==> src/rtl/core/tsr_pkg.sv <==
// ----------------------------------------------------------------------------
// tsr_pkg
// types and codes shared by the transfer session receiver and its checker
// ----------------------------------------------------------------------------
package tsr_pkg;

    localparam logic [1:0] KIND_NONE     = 2'd0;
    localparam logic [1:0] KIND_ACCEPT   = 2'd1;
    localparam logic [1:0] KIND_REJECT   = 2'd2;
    localparam logic [1:0] KIND_RECEIVED = 2'd3;

    localparam logic [3:0] ERR_NONE      = 4'd0;
    localparam logic [3:0] ERR_CONN_TYPE = 4'd1;
    localparam logic [3:0] ERR_PROTOCOL  = 4'd2;
    localparam logic [3:0] ERR_SESSION   = 4'd3;
    localparam logic [3:0] ERR_SEQUENCE  = 4'd4;
    localparam logic [3:0] ERR_DATA_TYPE = 4'd5;
    localparam logic [3:0] ERR_OVERRUN   = 4'd6;
    localparam logic [3:0] ERR_CHUNK_LEN = 4'd7;
    localparam logic [3:0] ERR_LINK      = 4'd8;

    localparam int          PADDR_W = 5;
    localparam logic [2:0] REG_EXP_PROTOCOL = 3'd0;
    localparam logic [2:0] REG_CONNECT_TYPE = 3'd1;
    localparam logic [2:0] REG_DATA_TYPE    = 3'd2;
    localparam logic [2:0] REG_MIN_CHUNK    = 3'd3;
    localparam logic [2:0] REG_MAX_CHUNK    = 3'd4;

    localparam int QUEUE_DEPTH = 4;
    localparam int QPTR_W      = $clog2(QUEUE_DEPTH);
    localparam int QCNT_W      = $clog2(QUEUE_DEPTH + 1);

    typedef struct packed {
        logic [1:0]  kind;
        logic [63:0] session;
        logic [63:0] number;
        logic [3:0]  error;
        logic        last;
    } resp_t;

endpackage

==> src/rtl/core/transfer_session_receiver.sv <==
// ----------------------------------------------------------------------------
// transfer_session_receiver
// session tracking for decoded transfer headers: connect check, data checks,
// accept / reject / received responses and error status responses
// ----------------------------------------------------------------------------
// One header is taken per clock while in_stall is low. A header is registered
// on entry and checked against the session state while it is held in the
// input stage, where a single 65-bit add and compare decides overrun; its
// responses go into a four-entry response queue whose head entry drives the
// output ports, so responses are registered in the queue before they reach
// the ports. Output drains one response per clock while out_stall is low: a
// connect with a zero total gives two responses (accept, then received), a
// good data header short of the total gives none. The input stalls while a
// header is held and the queue has fewer than two free entries.
module transfer_session_receiver (
    input  logic                         clk,
    input  logic                         rst_n,
    // input transactions
    input  logic                         in_valid,
    output logic                         in_stall,
    input  logic                         link_broken,
    input  logic [7:0]                   hdr_type,
    input  logic [7:0]                   hdr_protocol,
    input  logic [63:0]                  hdr_session,
    input  logic [63:0]                  hdr_seq,
    input  logic [63:0]                  total_length,
    input  logic [31:0]                  chunk_length,
    // output transactions
    output logic                         out_valid,
    input  logic                         out_stall,
    output logic [1:0]                   response_kind,
    output logic [63:0]                  response_session,
    output logic [63:0]                  response_number,
    output logic [3:0]                   error_code,
    output logic                         last,
    // configuration
    input  logic                         psel,
    input  logic                         penable,
    input  logic                         pwrite,
    input  logic [tsr_pkg::PADDR_W-1:0]  paddr,
    input  logic [31:0]                  pwdata,
    output logic [31:0]                  prdata,
    output logic                         pready
);
    import tsr_pkg::*;

    // configuration registers
    logic [7:0]  exp_protocol_reg;
    logic [7:0]  connect_type_reg;
    logic [7:0]  data_type_reg;
    logic [31:0] min_chunk_reg;
    logic [31:0] max_chunk_reg;
    logic        cfg_write;
    logic [2:0]  cfg_index;

    // input stage
    logic        s1_valid_reg, s1_valid_next;
    logic        s1_broken_reg;
    logic [7:0]  s1_type_reg;
    logic [7:0]  s1_proto_reg;
    logic [63:0] s1_session_reg;
    logic [63:0] s1_number_reg;
    logic [63:0] s1_total_reg;
    logic [31:0] s1_chunk_reg;
    logic        s1_load;

    // session state
    logic        data_phase_reg, data_phase_next;
    logic [63:0] active_session_reg, active_session_next;
    logic [63:0] expected_number_reg, expected_number_next;
    logic [63:0] bytes_received_reg, bytes_received_next;
    logic [63:0] announced_total_reg, announced_total_next;

    // response queue
    resp_t             queue_reg [QUEUE_DEPTH];
    logic [QPTR_W-1:0] head_reg, head_next;
    logic [QPTR_W-1:0] tail_reg, tail_next;
    logic [QCNT_W-1:0] count_reg, count_next;

    logic        process;
    logic        pop;
    logic [1:0]  n_push;
    resp_t       res0;
    resp_t       res1;
    logic [64:0] byte_sum;
    logic [63:0] number_inc;
    logic [3:0]  data_err;
    resp_t       head_entry;

    // ------------------------------------------------------------------
    // configuration port
    assign pready    = 1'b1;
    assign cfg_write = psel && penable && pwrite && pready;
    assign cfg_index = paddr[PADDR_W-1:2];

    always_ff @(posedge clk or negedge rst_n)
    begin
        if (!rst_n)
        begin
            exp_protocol_reg <= 8'd1;
            connect_type_reg <= 8'd1;
            data_type_reg    <= 8'd4;
            min_chunk_reg    <= 32'd1;
            max_chunk_reg    <= 32'd64000;
        end
        else if (cfg_write)
        begin
            case (cfg_index)
                REG_EXP_PROTOCOL: exp_protocol_reg <= pwdata[7:0];
                REG_CONNECT_TYPE: connect_type_reg <= pwdata[7:0];
                REG_DATA_TYPE:    data_type_reg    <= pwdata[7:0];
                REG_MIN_CHUNK:    min_chunk_reg    <= pwdata;
                REG_MAX_CHUNK:    max_chunk_reg    <= pwdata;
                default:          ;
            endcase
        end
    end

    always_comb
    begin
        case (cfg_index)
            REG_EXP_PROTOCOL: prdata = {24'd0, exp_protocol_reg};
            REG_CONNECT_TYPE: prdata = {24'd0, connect_type_reg};
            REG_DATA_TYPE:    prdata = {24'd0, data_type_reg};
            REG_MIN_CHUNK:    prdata = min_chunk_reg;
            REG_MAX_CHUNK:    prdata = max_chunk_reg;
            default:          prdata = 32'd0;
        endcase
    end

    // ------------------------------------------------------------------
    // handshakes
    assign process  = s1_valid_reg && (count_reg <= QCNT_W'(QUEUE_DEPTH - 2));
    assign in_stall = s1_valid_reg && !process;
    assign s1_load  = in_valid && !in_stall;
    assign pop      = out_valid && !out_stall;

    always_comb
    begin
        s1_valid_next = s1_valid_reg;
        if (s1_load)
            s1_valid_next = 1'b1;
        else if (process)
            s1_valid_next = 1'b0;
    end

    always_ff @(posedge clk or negedge rst_n)
    begin
        if (!rst_n)
            s1_valid_reg <= 1'b0;
        else
            s1_valid_reg <= s1_valid_next;
    end

    always_ff @(posedge clk)
    begin
        if (s1_load)
        begin
            s1_broken_reg  <= link_broken;
            s1_type_reg    <= hdr_type;
            s1_proto_reg   <= hdr_protocol;
            s1_session_reg <= hdr_session;
            s1_number_reg  <= hdr_seq;
            s1_total_reg   <= total_length;
            s1_chunk_reg   <= chunk_length;
        end
    end

    // ------------------------------------------------------------------
    // header checks
    assign byte_sum   = {1'b0, bytes_received_reg} + {33'd0, s1_chunk_reg};
    assign number_inc = expected_number_reg + 64'd1;

    always_comb
    begin
        if (s1_session_reg != active_session_reg)
            data_err = ERR_SESSION;
        else if (s1_number_reg != expected_number_reg)
            data_err = ERR_SEQUENCE;
        else if (s1_type_reg != data_type_reg)
            data_err = ERR_DATA_TYPE;
        else if (byte_sum > {1'b0, announced_total_reg})
            data_err = ERR_OVERRUN;
        else if (s1_chunk_reg < min_chunk_reg || s1_chunk_reg > max_chunk_reg)
            data_err = ERR_CHUNK_LEN;
        else
            data_err = ERR_NONE;
    end

    always_comb
    begin
        data_phase_next      = data_phase_reg;
        active_session_next  = active_session_reg;
        expected_number_next = expected_number_reg;
        bytes_received_next  = bytes_received_reg;
        announced_total_next = announced_total_reg;
        n_push               = 2'd0;
        res0                 = '{KIND_NONE, s1_session_reg, 64'd0, ERR_NONE, 1'b1};
        res1                 = '{KIND_RECEIVED, s1_session_reg, 64'd0, ERR_NONE, 1'b1};

        if (s1_broken_reg)
        begin
            res0 = '{KIND_NONE, active_session_reg, expected_number_reg, ERR_LINK, 1'b1};
            n_push = 2'd1;
            data_phase_next      = 1'b0;
            active_session_next  = 64'd0;
            expected_number_next = 64'd0;
            bytes_received_next  = 64'd0;
            announced_total_next = 64'd0;
        end
        else if (!data_phase_reg)
        begin
            n_push = 2'd1;
            if (s1_type_reg != connect_type_reg)
                res0.error = ERR_CONN_TYPE;
            else if (s1_proto_reg != exp_protocol_reg)
                res0.error = ERR_PROTOCOL;
            else if (s1_total_reg == 64'd0)
            begin
                res0.kind = KIND_ACCEPT;
                res0.last = 1'b0;
                n_push    = 2'd2;
            end
            else
            begin
                res0.kind            = KIND_ACCEPT;
                data_phase_next      = 1'b1;
                active_session_next  = s1_session_reg;
                announced_total_next = s1_total_reg;
                expected_number_next = 64'd0;
                bytes_received_next  = 64'd0;
            end
        end
        else if (data_err != ERR_NONE)
        begin
            res0 = '{KIND_REJECT, s1_session_reg, expected_number_reg, data_err, 1'b1};
            n_push = 2'd1;
            data_phase_next      = 1'b0;
            active_session_next  = 64'd0;
            expected_number_next = 64'd0;
            bytes_received_next  = 64'd0;
            announced_total_next = 64'd0;
        end
        else if (byte_sum[63:0] == announced_total_reg)
        begin
            res0 = '{KIND_RECEIVED, active_session_reg, number_inc, ERR_NONE, 1'b1};
            n_push = 2'd1;
            data_phase_next      = 1'b0;
            active_session_next  = 64'd0;
            expected_number_next = 64'd0;
            bytes_received_next  = 64'd0;
            announced_total_next = 64'd0;
        end
        else
        begin
            expected_number_next = number_inc;
            bytes_received_next  = byte_sum[63:0];
        end
    end

    always_ff @(posedge clk or negedge rst_n)
    begin
        if (!rst_n)
        begin
            data_phase_reg      <= 1'b0;
            active_session_reg  <= 64'd0;
            expected_number_reg <= 64'd0;
            bytes_received_reg  <= 64'd0;
            announced_total_reg <= 64'd0;
        end
        else if (process)
        begin
            data_phase_reg      <= data_phase_next;
            active_session_reg  <= active_session_next;
            expected_number_reg <= expected_number_next;
            bytes_received_reg  <= bytes_received_next;
            announced_total_reg <= announced_total_next;
        end
    end

    // ------------------------------------------------------------------
    // response queue
    always_comb
    begin
        head_next  = head_reg;
        tail_next  = tail_reg;
        count_next = count_reg;
        if (process)
        begin
            tail_next  = tail_reg + QPTR_W'(n_push);
            count_next = count_next + QCNT_W'(n_push);
        end
        if (pop)
        begin
            head_next  = head_reg + QPTR_W'(1);
            count_next = count_next - QCNT_W'(1);
        end
    end

    always_ff @(posedge clk or negedge rst_n)
    begin
        if (!rst_n)
        begin
            head_reg  <= '0;
            tail_reg  <= '0;
            count_reg <= '0;
        end
        else
        begin
            head_reg  <= head_next;
            tail_reg  <= tail_next;
            count_reg <= count_next;
        end
    end

    always_ff @(posedge clk)
    begin
        if (process && n_push != 2'd0)
            queue_reg[tail_reg] <= res0;
        if (process && n_push == 2'd2)
            queue_reg[tail_reg + QPTR_W'(1)] <= res1;
    end

    assign head_entry       = queue_reg[head_reg];
    assign out_valid        = (count_reg != '0);
    assign response_kind    = head_entry.kind;
    assign response_session = head_entry.session;
    assign response_number  = head_entry.number;
    assign error_code       = head_entry.error;
    assign last             = head_entry.last;

endmodule

==> config.mk <==
export PLATFORM = sky130hd
export DESIGN_NAME = transfer_session_receiver
export DESIGN_NICKNAME = d
export VERILOG_FILES = /design/src/rtl/core/tsr_pkg.sv /design/src/rtl/core/transfer_session_receiver.sv
export SDC_FILE = /design/constraint.sdc
export NUM_CORES = 2
export LEC_CHECK = 0
export ABC_CLOCK_PERIOD_IN_PS = 7000
export BUFFER_PORTS_ARGS = -buffer_cell sky130_fd_sc_hd__buf_2
export CORE_ASPECT_RATIO = 1.25
export CORE_MARGIN = 2
export CORE_UTILIZATION = 41
export DETAILED_ROUTE_END_ITERATION = 10
export SLEW_MARGIN = 20
export SYNTH_ARGS = -nofsm -noshare
export SYNTH_HDL_FRONTEND = slang
export SYNTH_SLANG_ARGS = --single-unit
export TNS_END_PERCENT = 5
==> constraint.sdc <==
create_clock -name clk -period 7 [get_ports clk]
set_input_delay 0 -clock clk [delete_from_list [all_inputs] [get_ports clk]]
set_output_delay 0 -clock clk [all_outputs]
set_load 0.01 [all_outputs]
Yosys cells after proc, flatten, opt, wreduce, memory -nomap -nowiden
Memory sizes are Yosys's and may differ from the RTL's. Index checks and enable logic that the tools add are counted.

Register bits: 594. Bits in writable memories: 540. Bits of input ports: 285. Output and inout bits: 170. Word-level logic and storage cells: 136. Memories: 1.

Memory list: queue_reg (depth 4, width 135, rd ports 1, clocked after Yosys merged registers in 0, wr ports 2, RTL line transfer_session_receiver.sv:75) `resp_t queue_reg [QUEUE_DEPTH];`.

$add $sub $neg: 7. Magnitude comparators: 4. Equality and inequality tests: 15. Multiplexer cells: 63. Reduce and logical (&&, ||, !) cells: 25.

Operators with widths (count): $mux 64 (23); $mux 135 (3); $pmux 32 s5 (1); $mux 128 (1); $ne 64x64->1 (2); $add 64x32->65 (1); $gt 65x64->1 (1); $add 64x1->64 const B (1); $eq 64x64->1 (1); $logic_not 64->1 (1); $gt 32x32->1 (1); $lt 32x32->1 (1); $ne 8x8->1 (3); $mux 3 (7); $mux 1 (19); $mux 2 (7); $reduce_and 2->1 (5); $ne 3x3->1 const B (3); $logic_and 1x1->1 (8); $eq 3x2->1 const B (2); $mux 5 (1); $reduce_and 5->1 (1); $add 2x1->2 const B (2); $mux 4 (1); other kinds (15) (18).

Longest topological paths before layout
Depth in word-level cells: 15. Gate-level depth with buffers: 31. Gate-level depth less buffers: 29.

Least setup slack after synthesis
Ideal clock, no wire load.

Path type: register -> register. From: register s1_chunk_reg[0]. To: memory queue_reg[2][100] in the netlist's numbering (enable). Library setup time: 0.424 ns. Arrival: 6.571 ns. Required time: 6.576 ns. Path slack: 0.004 ns. Stages on the path, launching flop included: 27. Buffers on the path: 5. Clock period less this slack: 6.996 ns. Cells stage by stage: edfxtp_1 > ha_1 > fa_1 > a211oi_2 > nor3_1 > o2111ai_2 > nand4b_1 > a311oi_2 > o21ai_1 > and3_1 > clkbuf_1 > and4_1 > xor2_1 > ha_1 > nand4_1 > nor3_1 > nand3_1 > or3_1 > buf_2 > nand2_1 > nor3_1 > o2111ai_2 > buf_6 > nand2_2 > buf_4 > buf_4 > nand2_1.

RTL lines: start: declaration (RTL line transfer_session_receiver.sv:64) `logic [31:0] s1_chunk_reg;`; start signal: assignment (RTL line transfer_session_receiver.sv:165) `s1_chunk_reg <= chunk_length;`; end: declaration (RTL line transfer_session_receiver.sv:75).

==> impl_metrics.ini <==
[global_routing]
grt_pass1_wl_um = 268000
antenna_found_initial = 7
grt_overflow = 0
track_usage_pct = 25.2
grt_pass1_vias = 43600
grt_max_degree = 137

[critical_path]
reg2regPathDepth = 24
slowest_delay_ns = 0.54
critPathCaptureType = flip-flop
cp_slowest_cell = a211oi_2
reg2reg_to = queue_reg[3][24]
worstPathRequired_ns = 7.61
crit_chain = ha_1, fa_1, a211oi_2, nor3_1, o2111ai_2, nand4b_1, a311oi_4, o21ai_1, and3_2, and4_1, xor2_1, ha_1, nand4_1, nor3_2, nand3_1, or3_4, o21ai_4, buf_4, buf_4, o2111a_2, nor2_4, buf_12, a211oi_2, o21ai_0
r2r-start = s1_chunk_reg[0]
critical_path_class = flip-flop to flip-flop
start_kind = flip-flop
crit_fanout = 18
cp.arrival_ns = 7.29
r2r_slack_ns = 0.32

[finish]
layout-drive-gt1-share_pct = 17.7
final_cell_area_um2 = 68700
mostFrequentLayoutCell = dlygate4sd3_1
area.growth.synth_to_final_pct = 24.4
largest_reg_flops = 540
most-common-layout-cells = dlygate4sd3_1 (533), o21ai_0 (518), nand2_1 (508)
final_net_count = 6269
final_util_pct = 51.4

[sta]
fmax_mhz = 150
finalSetupViolCount = 0
rsz0062_at_grt = no
tightestPinTransition_ns = 1.13
max-slew-margin-rel_pct = 24.6
final.min_clock_period_ns = 6.68
fin_worst_skew_ns = 0.0364
post-route-period-util_pct = 95.5
setup_tns_ns = 0
whs_ns = 0.0315
report.final.slew_viol_count = 0
finalHoldViolCount = 0

[floorplan]
die_y_um = 414
die_width_um = 332
dieArea_um2 = 138000
core_um2 = 134000
num_rows = 150
io-pin-count = 455
initial_core_util_pct = 41.3

[clock_tree]
clock_latency_ns = 0.77
clock_path_buffers = 3
path_clk_slew_ns = 0.07
htreeDepth = 3
root_buffer = clkbuf_16
tritoncts = built
cts_inserted_buffers = 116
cts_sinks = 1134

[flow_run]
drv_cap = 0

[synthesis]
synth_largest_area_cell = edfxtp_1
yosysTopAreaCellShare_pct = 27.0
async_flop_share_pct = 31.1
synthFlopType = edfxtp_1
yosys_warnings = 0
yosysSeqAreaShare_pct = 53.3
ys_seq_elements = 1134
yosysUniqueCellTypes = 110
synth_edf_count = 497
synthesis.area_um2 = 55300
synth.avg_cell_area_um2 = 11.1
synth.net_count = 5415
syn_inst = 4965
synth_area_leaders = edfxtp_1 (27%), dfrtp_1 (16%), dfxtp_1 (10%), mux4_2 (5.5%), o21ai_0 (4.7%)

[drt]
dr_total_vias = 43600
drc = 0
routedWlPerCell_um = 23.1
drt_iter0_drc = 3495
finalWirelength_um = 177000
drt-pass1-iter-count = 8
via_per_inst = 5.68
drtAntennaViolNets = 0

[pwr]
internal-power_uw = 14600
pwr-share-seq_pct = 42.3
pwr-share-comb_pct = 29.2
power_density_nw_per_um2 = 324
switching_power_uw = 7700
swShare_pct = 34.6
power_leakage_uw = 0.0271
clkPwrFrac_pct = 28.5
vdd_ir_drop_max_uv = 218

[placement]
dp_hpwl_um = 114000
placed_cell_area_um2 = 59300
gp_congestion = 0.923
port_buffers = 451

[hold_path]
hp-start = hdr_session[59]
whs_path_depth = 2
hp-class = input port to flip-flop
hold_path_end = s1_session_reg[59]

[run_status]
status = finished clean
## worst max-delay path, delay by kind of cell (launching register included)
| kind | cells | cell delay (ns) |
|---|---|---|
| AO/OA/AOI/OAI | 8 | 2.39 |
| flip-flops | 1 | 0.42 |
| adder cells (fa/ha/maj) | 3 | 1.01 |
| AND/OR/NAND/NOR | 9 | 2.01 |
| buffers and inverters | 3 | 0.55 |
| XOR/XNOR | 1 | 0.15 |
## per-stage QoR
| stage | power (uW) | setup WS [ns] | instances |
|---|---|---|---|
| after floorplan | 13300 | 0.00440 | 4965 |
| after global placement | 15700 | 0.0348 | 6901 |
| after detailed placement | 15800 | -0.104 | 6901 |
| after CTS | 22400 | 0.0320 | 7653 |
| after global routing | 23400 | 0.000925 | 7667 |
| final | 22300 | 0.316 | 7670 |
## synth_stat cells (21+ instances only)
cell type / instances
nand4_1: 71
inv_1: 168
mux4_2: 135
nor4_1: 57
a22o_1: 281
o211ai_1: 24
a21o_1: 26
xor2_1: 139
mux2_2: 26
nand2_1: 514
buf_2: 83
nor2_1: 137
buf_4: 27
ha_1: 163
dfrtp_1: 343
a211oi_1: 22
edfxtp_1: 497
o21ai_1: 104
a31oi_1: 26
mux2i_1: 21
a21oi_1: 161
clkbuf_1: 201
buf_6: 38
o22ai_1: 39
dfxtp_1: 284
and3_1: 52
nor3_1: 39
o21ai_0: 518
o31ai_1: 66
nand3_1: 291
xnor2_1: 95
## cell families (layout without fill, tap and decap cells)
logic type      after synthesis  after routing  synth area share (%)
xor+xnor                    234            234                  3.71
compound gates             1409           1409                  16.7
other cells                   1              5               0.00678
flops                      1134           1134                  53.3
buf+inv                     536           1489                  4.53
simple gates               1304           1304                  11.6
fa+ha+maj                   165            165                  3.76
mux                         182            182                  6.41
## power by group through the flow
stage	Clock, uW	Sequential [uW]	Combinational, uW
6_report	6350	9410	6500
5_1_grt	6700	9560	7100
4_1_cts	6450	9400	6520
3_5_place_dp	0	9530	6250
3_3_place_gp	0	9490	6180
2_1_floorplan	0	9190	4130
## layout make-up
class	instances	area (um^2)
clock inverters	56	562
inverters	170	638
fillers	11800	65100
repair buffers	1102	8980
diodes	4	10.0
clock buffers	161	3310
flip-flops and latches	1134	29500
multi-input cells	3295	23600
well taps	1748	2190
## layer usage
layer	wire length [um]	track usage, %
met1	74400	33.0
met2	85600	42.3
met3	9700	3.17
met4	7220	10.3
met5	30	0
## how the worst max path moves through the flow
stage	slack, ns	depth (start not counted)	start	to
final	0.32	24	s1_chunk_reg[0]	queue_reg[3][24]
after global routing	0.0009	28	s1_chunk_reg[0]	count_reg[2]
after CTS	0.03	27	s1_chunk_reg[0]	count_reg[1]
after detailed placement	-0.10	23	s1_chunk_reg[0]	queue_reg[0][71]
after global placement	0.03	24	s1_chunk_reg[2]	queue_reg[0][89]
after floorplan	0.004	26	s1_chunk_reg[0]	queue_reg[2][100]
## repair_timing
action | CTS | global route
hold buffers | 534 | 0
endpoints found under the hold margin | 614 | 0
setup endpoints to repair | 258 | 852
pin swaps | 0 | 7
buffers inserted | 1 | 13
gates resized for setup | 2 | 13
(Power assumes the default switching activity.)
